==> config.mk <==
export PLATFORM = sky130hd
export DESIGN_NAME = msr_list_record_checker_top
export DESIGN_NICKNAME = d
export VERILOG_FILES = /design/src/design/msr_chk_pkg.sv /design/src/design/msr_list_record_checker_top.sv /design/src/design/msr_chk_front.sv /design/src/design/msr_chk_fifo.sv /design/src/design/msr_chk_back.sv
export SDC_FILE = /design/constraint.sdc
export NUM_CORES = 1
export LEC_CHECK = 0
export ABC_AREA = 1
export BUFFER_PORTS_ARGS = -buffer_cell sky130_fd_sc_hd__buf_2
export CAP_MARGIN = 5
export CORE_AREA = 2 2 205 147
export CTS_BUF_LIST = sky130_fd_sc_hd__clkbuf_16
export CTS_CLUSTER_DIAMETER = 200
export DETAILED_ROUTE_END_ITERATION = 10
export DIE_AREA = 0 0 207 149
export PLACE_DENSITY = 0.73
export SETUP_SLACK_MARGIN = 0.4
export SLEW_MARGIN = 20
export SYNTH_ARGS = -nofsm -noshare
export SYNTH_HDL_FRONTEND = slang
export SYNTH_SLANG_ARGS = --single-unit
==> constraint.sdc <==
create_clock -name clock -period 6.4 [get_ports clock]
set_input_delay 1.28 -clock clock [delete_from_list [all_inputs] [get_ports clock]]
set_output_delay 1.28 -clock clock [all_outputs]
set_load 0.02 [all_outputs]
==> src/design/msr_chk_pkg.sv <==
// Shared types and constants for the MSR list record checker.
package msr_chk_pkg;

   localparam int LEN_W = 13;
   localparam int CODE_W = 3;

   localparam logic [31:0] MSR_FS_BASE     = 32'hC000_0100;
   localparam logic [31:0] MSR_GS_BASE     = 32'hC000_0101;
   localparam logic [31:0] MSR_UCODE_WRITE = 32'h0000_0079;
   localparam logic [31:0] MSR_UCODE_REV   = 32'h0000_008B;
   localparam logic [31:0] MSR_SMM_MON_CTL = 32'h0000_009B;
   localparam logic [31:0] MSR_SMBASE      = 32'h0000_009E;
   localparam logic [23:0] X2APIC_PAGE     = 24'h00_0008;

   localparam logic [1:0] CSR_LIST_KIND     = 2'd0;
   localparam logic [1:0] CSR_MAX_LIST_CODE = 2'd1;
   localparam logic [1:0] CSR_LIST_LENGTH   = 2'd2;

   typedef enum logic [2:0] {
      ST_OK        = 3'd0,
      ST_COUNT     = 3'd1,
      ST_MEMORY    = 3'd2,
      ST_RESERVED  = 3'd3,
      ST_FORBIDDEN = 3'd4,
      ST_POLICY    = 3'd5,
      ST_SKIPPED   = 3'd6
   } status_type;

   // Classified record as it travels from the front to the back.
   typedef struct packed {
      logic        first;
      status_type  err;
      logic [31:0] idx;
      logic [63:0] val;
   } rec_type;

   typedef struct packed {
      logic              store;
      logic [CODE_W-1:0] max_code;
      logic [LEN_W-1:0]  length;
   } cfg_type;

endpackage

==> src/design/msr_list_record_checker_top.sv <==
// Top level of the MSR list record checker.
//
// Checks a VM MSR load or store list one 16-byte record per item. A front end
// classifies each record (read error, nonzero reserved word, forbidden index,
// policy reject), a small queue decouples it from the back end, which numbers
// records, applies the list-length capability check, stops at the first
// failure and registers one result item per record. Throughput is one item
// per clock while results are taken; a request is written into the queue
// and then into the result register before its result is valid. Either side
// may stall on its own: requests are taken while the queue has room,
// including while a result waits. Write the CSRs only while the block is
// idle. A record with req_tuser set starts a new list. Store lists report
// value 0; failed and skipped records report index and value 0.
module msr_list_record_checker_top
   import msr_chk_pkg::*;
#(
   parameter int ENTRIES_PER_STEP = 512,   // allowed entries per capability step
   parameter int FIFO_DEPTH       = 2      // front-to-back queue depth
) (
   input  logic          clock,
   input  logic          reset,
   // CSR write port: 0 list_kind, 1 max_list_code, 2 list_length
   input  logic          csr_we,
   input  logic [1:0]    csr_index,
   input  logic [12:0]   csr_wdata,
   // request items
   input  logic          req_tvalid,
   output logic          req_tready,
   // msr_index[31:0], reserved_word[63:32], msr_value[127:64],
   // read_failed[128], policy_reject[129], zero pad [135:130]
   input  logic [135:0]  req_tdata,
   // first_record[0]
   input  logic          req_tuser,
   // result items
   output logic          rsp_tvalid,
   input  logic          rsp_tready,
   // status[2:0], entry_number[15:3], msr_index_out[47:16], msr_value_out[111:48]
   output logic [111:0]  rsp_tdata,
   output logic          rsp_tlast    // list_done
);

   cfg_type cfg_ff, cfg_in;
   logic    push_valid, push_ready, pop_valid, pop_ready;
   rec_type push_rec, pop_rec;

   // CSR decode; unknown indexes are ignored
   always_comb begin
      cfg_in = cfg_ff;
      if (csr_we) begin
         case (csr_index)
            CSR_LIST_KIND:     cfg_in.store    = csr_wdata[0];
            CSR_MAX_LIST_CODE: cfg_in.max_code = csr_wdata[CODE_W-1:0];
            CSR_LIST_LENGTH:   cfg_in.length   = csr_wdata[LEN_W-1:0];
            default:           cfg_in = cfg_ff;
         endcase
      end
   end

   always_ff @(posedge clock) begin
      if (reset) begin
         cfg_ff <= '0;
      end else begin
         cfg_ff <= cfg_in;
      end
   end

   msr_chk_front u_front (
      .store         (cfg_ff.store),
      .req_tvalid    (req_tvalid),
      .req_tready    (req_tready),
      .first_record  (req_tuser),
      .msr_index     (req_tdata[31:0]),
      .reserved_word (req_tdata[63:32]),
      .msr_value     (req_tdata[127:64]),
      .read_failed   (req_tdata[128]),
      .policy_reject (req_tdata[129]),
      .push_valid    (push_valid),
      .push_ready    (push_ready),
      .push_rec      (push_rec)
   );

   msr_chk_fifo #(
      .DEPTH (FIFO_DEPTH)
   ) u_fifo (
      .clock      (clock),
      .reset      (reset),
      .push_valid (push_valid),
      .push_ready (push_ready),
      .push_rec   (push_rec),
      .pop_valid  (pop_valid),
      .pop_ready  (pop_ready),
      .pop_rec    (pop_rec)
   );

   msr_chk_back #(
      .ENTRIES_PER_STEP (ENTRIES_PER_STEP)
   ) u_back (
      .clock      (clock),
      .reset      (reset),
      .cfg        (cfg_ff),
      .pop_valid  (pop_valid),
      .pop_ready  (pop_ready),
      .pop_rec    (pop_rec),
      .rsp_tvalid (rsp_tvalid),
      .rsp_tready (rsp_tready),
      .rsp_tdata  (rsp_tdata),
      .rsp_tlast  (rsp_tlast)
   );

endmodule

==> src/design/msr_chk_front.sv <==
// Front end: accepts records and classifies per-record failures.
module msr_chk_front
   import msr_chk_pkg::*;
(
   input  logic          store,
   input  logic          req_tvalid,
   output logic          req_tready,
   input  logic          first_record,
   input  logic [31:0]   msr_index,
   input  logic [31:0]   reserved_word,
   input  logic [63:0]   msr_value,
   input  logic          read_failed,
   input  logic          policy_reject,
   output logic          push_valid,
   input  logic          push_ready,
   output rec_type       push_rec
);

   logic forbidden;

   always_comb begin
      forbidden = (msr_index == MSR_UCODE_WRITE) || (msr_index == MSR_UCODE_REV) ||
                  (msr_index[31:8] == X2APIC_PAGE);
      if (store) begin
         forbidden = forbidden || (msr_index == MSR_SMBASE);
      end else begin
         forbidden = forbidden || (msr_index == MSR_FS_BASE) ||
                     (msr_index == MSR_GS_BASE) || (msr_index == MSR_SMM_MON_CTL);
      end
   end

   always_comb begin
      push_rec.first = first_record;
      push_rec.idx   = msr_index;
      push_rec.val   = store ? 64'd0 : msr_value;
      if (read_failed) begin
         push_rec.err = ST_MEMORY;
      end else if (reserved_word != 32'd0) begin
         push_rec.err = ST_RESERVED;
      end else if (forbidden) begin
         push_rec.err = ST_FORBIDDEN;
      end else if (policy_reject) begin
         push_rec.err = ST_POLICY;
      end else begin
         push_rec.err = ST_OK;
      end
   end

   assign push_valid = req_tvalid;
   assign req_tready = push_ready;

endmodule

==> src/design/msr_chk_fifo.sv <==
// Short queue of classified records between front and back.
module msr_chk_fifo
   import msr_chk_pkg::*;
#(
   parameter int DEPTH = 2
) (
   input  logic    clock,
   input  logic    reset,
   input  logic    push_valid,
   output logic    push_ready,
   input  rec_type push_rec,
   output logic    pop_valid,
   input  logic    pop_ready,
   output rec_type pop_rec
);

   localparam int PTR_W = (DEPTH > 1) ? $clog2(DEPTH) : 1;
   localparam int CNT_W = $clog2(DEPTH + 1);
   localparam logic [PTR_W-1:0] LAST_PTR = PTR_W'(DEPTH - 1);

   rec_type          mem [DEPTH];
   logic [PTR_W-1:0] wr_ptr_ff, wr_ptr_in;
   logic [PTR_W-1:0] rd_ptr_ff, rd_ptr_in;
   logic [CNT_W-1:0] count_ff, count_in;
   logic             do_push, do_pop;

   assign push_ready = (count_ff != CNT_W'(DEPTH));
   assign pop_valid  = (count_ff != '0);
   assign do_push    = push_valid && push_ready;
   assign do_pop     = pop_valid && pop_ready;
   assign pop_rec    = mem[rd_ptr_ff];

   always_comb begin
      wr_ptr_in = wr_ptr_ff;
      rd_ptr_in = rd_ptr_ff;
      count_in  = count_ff;
      if (do_push) begin
         wr_ptr_in = (wr_ptr_ff == LAST_PTR) ? '0 : wr_ptr_ff + PTR_W'(1);
      end
      if (do_pop) begin
         rd_ptr_in = (rd_ptr_ff == LAST_PTR) ? '0 : rd_ptr_ff + PTR_W'(1);
      end
      if (do_push && !do_pop) begin
         count_in = count_ff + CNT_W'(1);
      end else if (do_pop && !do_push) begin
         count_in = count_ff - CNT_W'(1);
      end
   end

   always_ff @(posedge clock) begin
      if (reset) begin
         wr_ptr_ff <= '0;
         rd_ptr_ff <= '0;
         count_ff  <= '0;
      end else begin
         wr_ptr_ff <= wr_ptr_in;
         rd_ptr_ff <= rd_ptr_in;
         count_ff  <= count_in;
      end
   end

   always_ff @(posedge clock) begin
      if (do_push) begin
         mem[wr_ptr_ff] <= push_rec;
      end
   end

endmodule

==> src/design/msr_chk_back.sv <==
// Back end: list progress, count check and registered result.
module msr_chk_back
   import msr_chk_pkg::*;
#(
   parameter int ENTRIES_PER_STEP = 512
) (
   input  logic          clock,
   input  logic          reset,
   input  cfg_type       cfg,
   input  logic          pop_valid,
   output logic          pop_ready,
   input  rec_type       pop_rec,
   output logic          rsp_tvalid,
   input  logic          rsp_tready,
   output logic [111:0]  rsp_tdata,
   output logic          rsp_tlast
);

   localparam int ALW_W = $clog2(ENTRIES_PER_STEP * 8 + 1);
   localparam int CMP_W = (ALW_W > LEN_W) ? ALW_W : LEN_W;

   logic [LEN_W-1:0] cnt_ff, cnt_in, cnt_eff, number;
   logic             failed_ff, failed_in, failed_eff;
   logic             out_valid_ff, out_valid_in;
   status_type       status_ff, status_in;
   logic [LEN_W-1:0] number_ff, number_in;
   logic [31:0]      idx_ff, idx_in;
   logic [63:0]      val_ff, val_in;
   logic             done_ff, done_in;
   logic [CODE_W:0]  code_p1;
   logic [CMP_W-1:0] allowed;
   logic             pop, skip, count_bad;

   assign pop_ready = !out_valid_ff || rsp_tready;
   assign pop       = pop_valid && pop_ready;

   assign code_p1   = {1'b0, cfg.max_code} + (CODE_W + 1)'(1);
   assign allowed   = CMP_W'(ENTRIES_PER_STEP) * CMP_W'(code_p1);
   assign count_bad = CMP_W'(cfg.length) > allowed;

   assign cnt_eff    = pop_rec.first ? '0 : cnt_ff;
   assign failed_eff = pop_rec.first ? 1'b0 : failed_ff;
   assign skip       = failed_eff || (cnt_eff >= cfg.length);
   assign number     = cnt_eff + LEN_W'(1);

   always_comb begin
      cnt_in       = cnt_ff;
      failed_in    = failed_ff;
      out_valid_in = out_valid_ff;
      status_in    = status_ff;
      number_in    = number_ff;
      idx_in       = idx_ff;
      val_in       = val_ff;
      done_in      = done_ff;
      if (rsp_tready) begin
         out_valid_in = 1'b0;
      end
      if (pop) begin
         out_valid_in = 1'b1;
         cnt_in       = cnt_eff;
         failed_in    = failed_eff;
         number_in    = '0;
         idx_in       = '0;
         val_in       = '0;
         done_in      = 1'b0;
         if (skip) begin
            status_in = ST_SKIPPED;
         end else if (count_bad) begin
            status_in = ST_COUNT;
            failed_in = 1'b1;
            done_in   = 1'b1;
         end else if (pop_rec.err != ST_OK) begin
            status_in = pop_rec.err;
            number_in = number;
            failed_in = 1'b1;
            done_in   = 1'b1;
         end else begin
            status_in = ST_OK;
            number_in = number;
            cnt_in    = number;
            idx_in    = pop_rec.idx;
            val_in    = pop_rec.val;
            done_in   = (number == cfg.length);
         end
      end
   end

   always_ff @(posedge clock) begin
      if (reset) begin
         cnt_ff       <= '0;
         failed_ff    <= 1'b0;
         out_valid_ff <= 1'b0;
      end else begin
         cnt_ff       <= cnt_in;
         failed_ff    <= failed_in;
         out_valid_ff <= out_valid_in;
      end
   end

   always_ff @(posedge clock) begin
      status_ff <= status_in;
      number_ff <= number_in;
      idx_ff    <= idx_in;
      val_ff    <= val_in;
      done_ff   <= done_in;
   end

   assign rsp_tvalid = out_valid_ff;
   assign rsp_tdata  = {val_ff, idx_ff, number_ff, status_ff};
   assign rsp_tlast  = done_ff;

endmodule

## After elaboration in Yosys (flattened, before gate mapping)

Memories as Yosys holds them, arrays and structs flattened. A register that Yosys moved wholly into a read port is not among the register bits.
Cells that the tools add are included.

- Magnitude comparators: 2
- Add/sub/neg operators: 6
- Divide/modulo/power cells: 0
- Bitwise gates (word level): 0
- Muxes and demuxes: 28
- Shift operators: 0
- Equal/unequal tests: 11
- Reductions and logical operators: 26
- Multipliers: 0

Operator list:

| kind | number |
|---|---|
| == test 32 x 8 -> 1 bit, second input constant | 3 |
| == test 32 bit, second input constant | 2 |
| two-way mux 64 bit | 1 |
| two-way mux 13 bit | 4 |
| == test 32 x 7 -> 1 bit, second input constant | 1 |
| nonzero test 32 bit | 1 |
| == test 24 x 4 -> 1 bit, second input constant | 1 |
| two-way mux 3 bit | 6 |
| two-way mux 1 bit | 15 |
| adder 13 x 1 -> 13 bit, second input constant | 1 |
| == test 13 bit | 1 |
| greater-or-equal comparator 13 bit | 1 |
| > comparator 13 bit | 1 |
| logical OR 1 bit | 8 |
| AND reduction 2 bit | 3 |
| nonzero test 2 bit | 3 |
| adder 3 x 1 -> 4 bit, second input constant | 1 |
| logical AND 1 bit | 4 |
| two-way mux 2 bit | 2 |
| logical NOT 1 bit | 3 |
| nonzero test 3 bit | 1 |
| OR reduction 3 bit | 1 |
| adder 1 bit, second input constant | 2 |
| adder 2 x 1 -> 2 bit, second input constant | 1 |
| 6 further kinds | 6 |

- Output and inout bits: 115
- Memories kept: 1
- Bits in writable memories: 200
- Bits in read-only memories: 0
- Bits in latches: 0
- Flip-flop bits (word level): 149
- Bits of input ports: 157
- Word-level logic and storage cells: 88

Memory list:

| name | words | bits a word | read ports | clocked after Yosys merged registers in | wr ports | line | source |
|---|---|---|---|---|---|---|---|
| u_fifo.mem | 2 | 100 | 1 | 1 | 1 | msr_chk_fifo.sv:21 | `rec_type mem [DEPTH];` |

## Longest topological paths before layout

Gate-level depths: netlist of run 1.

- Depth after elaboration: 10
- Gate-level depth with buffers: 19
- Gate-level depth less buffers: 19

## Hierarchy

From an unflattened synthesis of run 1, not the netlist that was laid out.

- Cells, all modules: 1443
- Area total of the unflattened synthesis: 16264.3 um2

Modules (own cells, without submodules):

| module | area each (um2) | seq. area each (um2) | times used | cells an instance |
|---|---|---|---|---|
| msr_chk_fifo | 7957.6 | 6105.9 | 1 | 348 |
| msr_chk_back | 6439.9 | 3693.5 | 1 | 735 |
| msr_chk_front | 1141.1 | 0.0 | 1 | 249 |
| msr_list_record_checker_top | 725.7 | 340.3 | 1 | 111 |

## Worst setup path after synthesis of run 1

Ideal clock, no wire load.

- Path kind: input to register
- Start point: input req_tvalid
- End point: memory u_fifo.mem[1][0] in the netlist's numbering (enable)
- Setup time: 561 ps
- Setup slack: 280 ps
- Buffers on the path: 0
- Arrival time: 5559 ps
- Data required time: 5839 ps
- Stages on the path: 2
- Path through: nand2_1 nor2_1

- Cells in the longest elaborated chain, start to end: 3

RTL lines:

| element | line | source |
|---|---|---|
| start: declaration | msr_list_record_checker_top.sv:27 | `input logic req_tvalid,` |
| logical AND 1 bit | msr_chk_fifo.sv:29 | `assign do_push = push_valid && push_ready;` |
| two-way mux 1 bit | msr_chk_fifo.sv:63 | `if (do_push) begin` |
| two-way mux 1 bit (implied by the code) | msr_chk_fifo.sv:64 | `mem[wr_ptr_ff] <= push_rec;` |
| end: declaration | msr_chk_fifo.sv:21 |  |

Every way passes these cells.

==> qor.yml, run 1 <==
grt_pass1_wl_mm: 52.08
final_cell_mix: "nand2_1 (319), edfxtp_1 (313), buf_2 (265), inv_1 (148), a21oi_1 (142)"
reg2reg_to: "u_back.cnt_ff[6]$_SDFFE_PP0P_"
leakagePower_uw: 0.007134
grt-ovfl-total: 0
min_from: "u_fifo.rd_ptr_ff$_SDFFE_PP0P_"
nNetsFinal: 1717
crit_slowest_cell: "nand4_4"
syn_avg_cell_area_um2: 11.14
worst-setup-path-type: "register to register"
synth-edff-count: 313
status: "finished clean"
die_area_um2: 30840
fmax_mhz: 224.9
grt_use_total_pct: 21.55
powerDensity_nw_per_um2: 412.7
rsz0062_at_grt: "false"
setup_viol: 0
max_slew_margin_pct: 27.89
drtIter0Drc: 678
core-area_um2: 29180
drc_errors: 0
cp_max_fo: 53
finalMaxSlewViolations: 0
critical_path.startpoint_type: "register"
cts_max_level: 2
crit_path_cell_trace: "clkinv_2 > nand2_1 > nand2_4 > nand2_1 > inv_1 > ha_1 > a21oi_1 > o21ai_0 > a21oi_1 > nand4_4 > buf_4 > nand2_1 > nand3_1 > a21oi_1"
cts_sinks: 350
clockBufferDepth: 3
antenna_left: 0
routedWlPerCell_um: 17.25
post_dp_cell_area_um2: 15990
dieWidth_um: 207
yosys_register_bits: 350
vias_per_cell: 5.150
synth_area_um2: 14270
layout_min_cycle_time_ns: 4.445
path_clk_slew_ns: 0.06
cts_root_buffer: "clkbuf_16"
rows: 53
hold_buffers: 0
grt_pass1_vias: 9850
layout_commonest_cell: "nand2_1"
irDropWorstVdd_v: 0.0002842
skew_ns: 0.02008
tritoncts: "done"
yosysWarnings: 0
drtPass1Iterations: 5
worstMarginPinSlew_ns: 1.078
ys_seq_area_share_pct: 71.07
clk_latency_ns: 0.53
setup_ws_ns: 1.955
period_share_pct: 69.46
gp_congestion: 0.9083
cts.repair.resized: 0
dp_slack_ns: 1.960
ios: 272
drv_cap: 0
ys_types: 31
netlist_instances: 1281
grt_max_degree: 86
async_flop_share_pct: 0
io_buffers: 265
hold_viol: 0
end_kind: "register"
dp_hpwl_mm: 21.37
ys.flop_type: "edfxtp_1"
stdcell_area_um2: 17080
critPathRequiredTime_ns: 6.85
antenna_found_initial: 4
synthToLayoutAreaGrowth_pct: 19.71
vias: 10070
worstPathArrival_ns: 4.89
cpPeakStageDelay_ns: 0.77
cts-buffers-inserted: 36
start_util_pct: 48.90
min_path_cells: 1
drive_gt1_share_pct: 21.99
syn-num-nets: 1455
ff2ff_path_depth: 14
hold_path.class: "register to register"
dieHeight_um: 149
drt_wl_total_mm: 33.72
r2r_setup_slack_ns: 1.95
post-cts-setup-buffer-count: 0
setup_tns_ns: 0
[area by class of cell]
type / count / area, um2
Inverter: 139 / 523.0
Sequential cell: 350 / 10140
Timing Repair Buffer: 277 / 1416
Clock inverter: 28 / 190.2
Fill cell: 2370 / 12100
Tap cell: 385 / 481.7
Antenna cell: 1 / 2.502
Multi-Input combinational cell: 739 / 3421
Clock buffer: 36 / 900.9
[per-layer routing]
layer / vias up / part of all wire (%) / track usage, %
met5: - / 0.039 / 0
met4: 2 / 2.3 / 6.857
met3: 56 / 8.8 / 6.505
met2: 373 / 46 / 34.33
met1: 4770 / 43 / 28.59
li1: 4867 / - / -
[Yosys cell counts, types with 7 or more instances]
library cell	instances	area share [%]
nor4_1	15	0.66
nand2_1	319	8.4
nor2_1	123	3.2
buf_2	8	0.28
inv_1	138	3.6
clkbuf_1	40	1.1
nand4_1	14	0.61
ha_1	17	1.5
nor3_1	7	0.25
dfxtp_1	37	5.2
o21ai_0	30	1.1
edfxtp_1	313	66
nand3_1	45	1.6
a21oi_1	143	5.0
[state kept, by name (all words and copies together), names as in the netlist, named ones only]
name               cells
u_back.status_ff       3
u_back.rsp_tvalid      1
u_fifo.wr_ptr_ff       1
cfg_ff                17
u_back.rsp_tlast       1
u_fifo.rd_ptr_ff       1
u_back.val_ff         64
u_back.idx_ff         32
u_back.cnt_ff         13
u_back.number_ff      13
u_fifo.count_ff        2
u_back.failed_ff       1
u_fifo.mem           200
[power by group]
group          internal [uW]  switching [uW]
clock                   1110             850
sequential              3150             162
combinational            417            1360
total                   4680            2370
[stage by stage]
stage | std cells | power, uW | utilization (%) | hold WS [ns]
final | 1955 | 7049 | 58.54 | 0.4445
after global routing | 1954 | 7381 | 58.53 | 0.4920
after CTS | 1954 | 7106 | 58.53 | 0.4468
after detailed placement | 1890 | 5148 | 54.79 | 0.4397
after global placement | 1890 | 5116 | 54.79 | 0.4246
after floorplan | 1281 | 4490 | - | 0.4255
[worst max-delay path, delay by kind of cell, from the launching register on]
kind	cells	cell delay, ns
flip-flops	1	0.50
AO/OA/AOI/OAI	4	0.68
AND/OR/NAND/NOR	6	1.64
adder cells (fa/ha/maj)	1	0.30
buffers and inverters	3	1.21
[how the worst max path moves through the flow]
stage | end | slack, ns | start | depth (start not counted)
floorplan | u_back.cnt_ff[1]$_SDFFE_PP0P_ | 0.93 | rsp_tready | 6
CTS | u_back.cnt_ff[6]$_SDFFE_PP0P_ | 1.92 | register | 14
global placement | u_back.cnt_ff[6]$_SDFFE_PP0P_ | 1.97 | register | 14
finish | u_back.cnt_ff[6]$_SDFFE_PP0P_ | 1.95 | register | 14
global route | u_back.cnt_ff[6]$_SDFFE_PP0P_ | 1.61 | register | 14
detailed placement | u_back.cnt_ff[6]$_SDFFE_PP0P_ | 1.96 | register | 18
[logic make-up (layout without fill, tap and decap cells)]
group	count (synthesis)	in the layout	synth area share [%]
and+or+nand+nor	539	539	15.58
DFF	350	350	71.07
buffers and inverters	192	480	5.200
AOI/OAI and AO/OA	176	176	6.209
adders and majority gates	17	17	1.491
xor gates and xnor gates	5	5	0.3069
muxes	2	2	0.1403
other	0	1	0
Note: power is estimated with default switching activity, not from simulation.
==> run 2, diff against run 1 <==
CORE_AREA = 2 2 196 140   (was 2 2 205 147)
DIE_AREA = 0 0 198 142   (was 0 0 207 149)
PLACE_DENSITY = 0.77   (was 0.73)
clock period = 4.5 ns   (was 6.4 ns; I/O delays follow)
==> run 2 against run 1 <==
Net effect: register-to-register slack lost 0.67 ns; hold slack better by 0.0052 ns; die area fell by 8.8%; total power up 40%; design area about the same; routed wire length fell by 2.3%; sequential share of layout area hardly changed; non-clock buffer count up 1; critical path type unchanged; critical endpoint is now u_back.cnt_ff[8]$_SDFFE_PP0P_.
==> qor.yml, run 2 (same netlist as run 1, synthesis figures left out) <==
reg2reg_to: "u_back.cnt_ff[8]$_SDFFE_PP0P_"
path_delay_family: "simple AND/OR/NAND/NOR gates"
powerDensity_nw_per_um2: 579.8  # +40%
drive_gt1_share_pct: 21.84  # -0.15 points
setup_tns_ns: 0  # unchanged
r2r_setup_slack_ns: 1.28  # -0.67 ns
hold_path.class: "register to register"
rows: 50  # -5.7%
cp_max_fo: 18  # -66%
grt_pass1_vias: 9775  # -0.76%
cts_sinks: 350  # unchanged
gp_congestion: 0.8753  # -3.6%
nNetsFinal: 1717  # unchanged
max_slew_margin_pct: 39.96  # +12 points
dieWidth_um: 198  # -4.3%
hold_buffers: 0  # unchanged
clk_latency_ns: 0.52  # about the same
leakagePower_uw: 0.007126  # -0.12%
worstMarginPinSlew_ns: 0.9006  # -0.1770 ns
setup_viol: 0  # unchanged
crit_path_cell_trace: "clkinv_2 > nand2_1 > nand2_4 > nand2_1 > inv_1 > ha_1 > a21oi_1 > o21ai_0 > a21oi_1 > nand3_1 > nor2_1 > buf_4 > nand2_1 > nand3_1 > a21oi_1"
layout_commonest_cell: "nand2_1"
grt_use_total_pct: 23.60  # +2.0 points
ios: 272  # unchanged
dp_hpwl_mm: 20.80  # -2.6%
design_power_total_uw: 9898  # +40%
worst-path-buf-inv: 3  # unchanged
skew_ns: 0.02431  # +0.004228 ns
io_buffers: 265  # unchanged
drtIter0Drc: 705  # +4.0%
dieHeight_um: 142  # -4.7%
worstPathArrival_ns: 3.60  # -1.29 ns
largest_reg_flops: 200  # unchanged
rsz0062_at_grt: "false"
end_kind: "register"
drc_errors: 0  # unchanged
n_fill_cell: 2043  # -14%
critPathRequiredTime_ns: 4.88  # -1.97 ns
ff2ff_path_depth: 15  # +1
grt-ovfl-total: 0  # unchanged
post_dp_cell_area_um2: 16030  # +0.27%
status: "finished clean"
vias_per_cell: 5.219  # +1.3%
cts_max_level: 2  # unchanged
cpPeakStageDelay_ns: 0.43  # -0.34 ns
cts.repair.resized: 0  # unchanged
tritoncts: "done"
finalMaxSlewViolations: 0  # unchanged
post-cts-setup-buffer-count: 0  # unchanged
core-area_um2: 26340  # -9.7%
top_regs: "u_fifo.mem: 200 flops, u_back.val_ff: 64 flops, u_back.idx_ff: 32 flops"
worst-setup-path-type: "register to register"
antenna_found_initial: 3  # -1
path_clk_slew_ns: 0.06  # about the same
grt_max_degree: 133  # +55%
period_share_pct: 71.45  # +2.0 points
critical_path.startpoint_type: "register"
stdcell_area_um2: 17070  # about the same
routedWlPerCell_um: 17.05  # -1.2%
crit_slowest_cell: "dfxtp_4"
irDropWorstVdd_v: 0.0003724  # +31%
largest_register: "u_fifo.mem"
start_util_pct: 54.17  # +5.3 points
min_from: "u_fifo.rd_ptr_ff$_SDFFE_PP0P_"
drt_wl_total_mm: 32.94  # -2.3%
synthToLayoutAreaGrowth_pct: 19.65  # about the same
grt_pass1_wl_mm: 51.15  # -1.8%
min_path_cells: 1  # unchanged
cts-buffers-inserted: 35  # -2.8%
hold_viol: 0  # unchanged
clockBufferDepth: 3  # unchanged
vias: 10080  # +0.15%
drv_cap: 0  # unchanged
drtPass1Iterations: 5  # unchanged
die_area_um2: 28120  # -8.8%
cts_root_buffer: "clkbuf_16"
antenna_left: 0  # unchanged
layout_min_cycle_time_ns: 3.215  # -1.230 ns
final_cell_mix: "nand2_1 (319), edfxtp_1 (313), buf_2 (265), inv_1 (147), a21oi_1 (142)"
fmax_mhz: 311.0  # +38%
timing.hold.ws_ns: 0.4496  # +0.005157 ns
## run 2: cell types whose count changed in the layout (fill, tap and decap cells not counted), sizes merged
cell,before,now
buf,277,278
bufinv,2,1
clkbuf,36,35
diode,1,2
inv,150,148
## run 2: layout make-up
cell class / count / area (um2) / area share (%)
Inverter: 139 / 523.0 / 3.064
Clock buffer: 35 / 875.8 / 5.130
Tap cell: 364 / 455.4 / 2.668
Antenna cell: 2 / 5.005 / 0.02932
Sequential cell: 350 / 10140 / 59.43
Clock inverter: 25 / 160.2 / 0.9381
Timing Repair Buffer: 278 / 1486 / 8.707
Multi-Input combinational cell: 739 / 3421 / 20.04
## run 2: per-stage QoR
stage	std cells	setup slack, ns	util, %
6_report	1932	1.285	64.82
5_1_grt	1931	0.9516	64.81
4_1_cts	1930	1.271	64.80
3_5_place_dp	1870	1.299	60.86
3_3_place_gp	1870	1.353	60.86
2_1_floorplan	1281	0.4418	-
## run 2: report_power, final
part	leakage (uW)	switching [uW]	internal (uW)
sequential	0.00329	215	4490
combinational	0.00330	1930	613
clock	0.000538	1180	1480
total	0.00713	3320	6580
## run 2: worst reg2reg max path: cells and delay by family, from the launching register on
| kind | cells | cell delay (ns) |
|---|---|---|
| simple gates | 7 | 1.30 |
| compound gates | 4 | 0.59 |
| buf+inv | 3 | 0.45 |
| flops | 1 | 0.43 |
| fa+ha+maj | 1 | 0.30 |
## run 2: routing by layer
layer	up-vias	routed length, um	share of wire [%]	GRT usage (%)
li1	4863	-	-	-
met1	4752	13950	42	32.68
met2	396	15210	46	36.29
met3	68	2907	8.8	6.564
met4	4	843	2.6	8.073
met5	-	30	0.091	0
## run 2: worst max path at each step
stage	startpoint	slack (ns)	cells after the start	endpoint
2_1_floorplan	req_tvalid	0.44	2	u_fifo.mem[1][0]$_DFFE_PP_
3_3_place_gp	register	1.35	15	u_back.cnt_ff[11]$_SDFFE_PP0P_
3_5_place_dp	register	1.30	15	u_back.cnt_ff[6]$_SDFFE_PP0P_
4_1_cts	register	1.27	15	u_back.cnt_ff[8]$_SDFFE_PP0P_
5_1_grt	register	0.95	15	u_back.cnt_ff[6]$_SDFFE_PP0P_
6_report	register	1.28	15	u_back.cnt_ff[8]$_SDFFE_PP0P_
==> run 3, diff against run 2 <==
CORE_AREA = 2 2 205 147   (was 2 2 196 140)
DIE_AREA = 0 0 207 149   (was 0 0 198 142)
PLACE_DENSITY = 0.73   (was 0.77)
clock period = 2.9 ns   (was 4.5 ns; I/O delays follow)
==> run 3 against run 2 <==
Net effect: clock-buffer cell count grew 1; hold slack lost 0.20 ns; maximum frequency grew 26%; sequential share of layout area shrank 3.4 points; critical endpoint is now u_back.cnt_ff[6]$_SDFFE_PP0P_; design area grew 6.1%; utilization shrank 2.7 points; routed wire length grew 6.9%; critical path depth grew 5; die area grew 9.7%; sequential cell count is the same; cell count grew 3.8%; via count grew 2.9%.
==> qor.yml, run 3 (same netlist as run 1, synthesis figures left out) <==
placed_cells: 1899  # +1.6%
drv_cap: 0  # unchanged
rows: 53  # +6.0%
cp_max_fo: 6  # -12
drc_errors: 0  # unchanged
die_area_um2: 30840  # +9.7%
setup_tns_ns: 0  # unchanged
hold_viol: 0  # unchanged
critical_path.startpoint_type: "register"
vias: 10380  # +2.9%
vias_per_cell: 5.176  # -0.82%
nNetsFinal: 1765  # +2.8%
cts_max_level: 2  # unchanged
status: "finished clean"
grt_pass1_vias: 9854  # +0.81%
clk_latency_ns: 0.53  # about the same
grt_use_total_pct: 21.82  # -1.8 points
final_cell_mix: "edfxtp_1 (313), nand2_1 (290), buf_2 (265), inv_1 (134), a21oi_1 (124)"
clockBufferDepth: 3  # unchanged
worstPathArrival_ns: 2.94  # -0.66 ns
dp_hpwl_mm: 21.18  # +1.8%
drive_gt1_share_pct: 29.85  # +8.0 points
drtPass1Iterations: 5  # unchanged
leakagePower_uw: 0.007502  # +5.3%
fmax_mhz: 391.7  # +26%
synthToLayoutAreaGrowth_pct: 26.95
routedWlPerCell_um: 17.55  # +3.0%
finalMaxSlewViolations: 0  # unchanged
hold_buffers: 0  # unchanged
hold_path.class: "input port to register"
post_dp_cell_area_um2: 16170  # +0.84%
core-area_um2: 29180  # +11%
period_share_pct: 88.02  # +17 points
ios: 272  # unchanged
antenna_found_initial: 7  # +4
gp_congestion: 0.9231  # +5.5%
antenna_left: 0  # unchanged
largest_reg_flops: 200  # unchanged
grt_max_degree: 133  # unchanged
worst-setup-path-type: "register to register"
irDropWorstVdd_v: 0.0006552  # +76%
io_buffers: 265  # unchanged
layout_commonest_cell: "edfxtp_1"
timing.hold.ws_ns: 0.2523  # -0.1973 ns
drt_wl_total_mm: 35.20  # +6.9%
drtIter0Drc: 836  # +19%
rsz0062_at_grt: "true"
grt_pass1_wl_mm: 52.63  # +2.9%
max_slew_margin_pct: 40.45  # +0.49 points
largest_register: "u_fifo.mem"
skew_ns: 0.01985  # -0.004457 ns
critPathRequiredTime_ns: 3.28  # -1.60 ns
stdcell_area_um2: 18110  # +6.1%
dieHeight_um: 149  # +4.9%
top_regs: "u_fifo.mem: 200 flops, u_back.val_ff: 64 flops, u_back.idx_ff: 32 flops"
layout_min_cycle_time_ns: 2.553  # -0.6627 ns
path_clk_slew_ns: 0.06  # about the same
grt-ovfl-total: 0  # unchanged
cts-buffers-inserted: 36  # +2.9%
dieWidth_um: 207  # +4.5%
start_util_pct: 48.90  # -5.3 points
setup_viol: 0  # unchanged
fin_cells: 2005  # +3.8%
tritoncts: "done"
cts_sinks: 350  # unchanged
cts_root_buffer: "clkbuf_16"
worstMarginPinSlew_ns: 0.8933  # -0.007294 ns
end_kind: "register"
powerDensity_nw_per_um2: 870.1  # +50%
fin_util_pct: 62.08  # -2.7 points
[run 3: cell count changes in the layout (fill, tap and decap cells not counted), moves of 7 or more]
cell	previous run	this run
inv_1	147	134
a21oi_2	0	18
nand3_1	45	38
ha_1	17	10
nand2_4	1	14
nor2_1	121	112
buf_4	8	35
ha_4	0	7
nand2_2	4	17
a21oi_1	142	124
nand2_1	319	290
buf_6	0	11
[run 3: what timing repair did]
item | in CTS | in global routing
gates resized for setup | 34 | 103
endpoints found under the hold margin | 0 | 0
pin swaps | 5 | 51
buffers inserted | 10 | 22
setup endpoints to repair | 117 | 126
cloned | 3 | 4
[run 3: power breakdown]
| part | leakage (uW) | internal [uW] | switching [uW] |
|---|---|---|---|
| clock network | 0.000544 | 2270 | 1880 |
| logic | 0.00367 | 1160 | 3150 |
| registers | 0.00329 | 6960 | 346 |
| total | 0.00750 | 10400 | 5380 |
[run 3: per-layer routing]
layer / global-route usage (%) / share of wire, % / wire length [um]
met3: 5.200 / 8.5 / 2985
met4: 7.393 / 2.6 / 927
met5: 0 / 0.11 / 38
met1: 29.57 / 41 / 14400
met2: 34.92 / 48 / 16850
[run 3: worst max-delay path, stage by stage, from the launching register on]
cell and delay [ns]:
edfxtp_1 0.41, buf_6 0.14, nand2_4 0.07, nand2_4 0.08, nor2_4 0.14, inv_2 0.07, ha_4 0.22, inv_4 0.06
nand3_1 0.06, nand3_1 0.09, nand3_1 0.08, nand2_1 0.09, nand2_2 0.07, nand2_4 0.09, nand3_4 0.11, nor2_4 0.18
buf_6 0.16, buf_6 0.10, nand2_2 0.05, nand3_2 0.07, a21oi_2 0.06
[run 3: final timing paths]
path / startpoint / end / slack [ns] / depth (start not counted)
setup / recovery: u_fifo.mem[1][99]$_DFFE_PP_ / u_back.cnt_ff[6]$_SDFFE_PP0P_ / 0.35 / 20
setup reg to reg: u_fifo.mem[1][99]$_DFFE_PP_ / u_back.cnt_ff[6]$_SDFFE_PP0P_ / 0.35 / 20
hold reg to reg: u_fifo.rd_ptr_ff$_SDFFE_PP0P_ / register / 0.44 / 1
hold / removal: req_tdata[28] / u_fifo.mem[1][92]$_DFFE_PP_ / 0.25 / 1
[run 3: cell type report]
cell class                      count  area (um2)
Tap cell                          385       481.7
Timing Repair Buffer              325        2026
Antenna cell                        5       12.51
Multi-Input combinational cell    739        3869
Inverter                          139       541.8
Sequential cell                   350       10140
Clock buffer                       36       900.9
Clock inverter                     26       136.4
Fill cell                        2295       11070
[run 3: stage by stage]
stage          total power (uW)  setup slack, ns
2_1_floorplan              9829           0.3493
3_3_place_gp              11340           0.1503
3_5_place_dp              11410           0.1006
4_1_cts                   15670           0.3694
5_1_grt                   16500           0.2271
6_report                  15760           0.3473
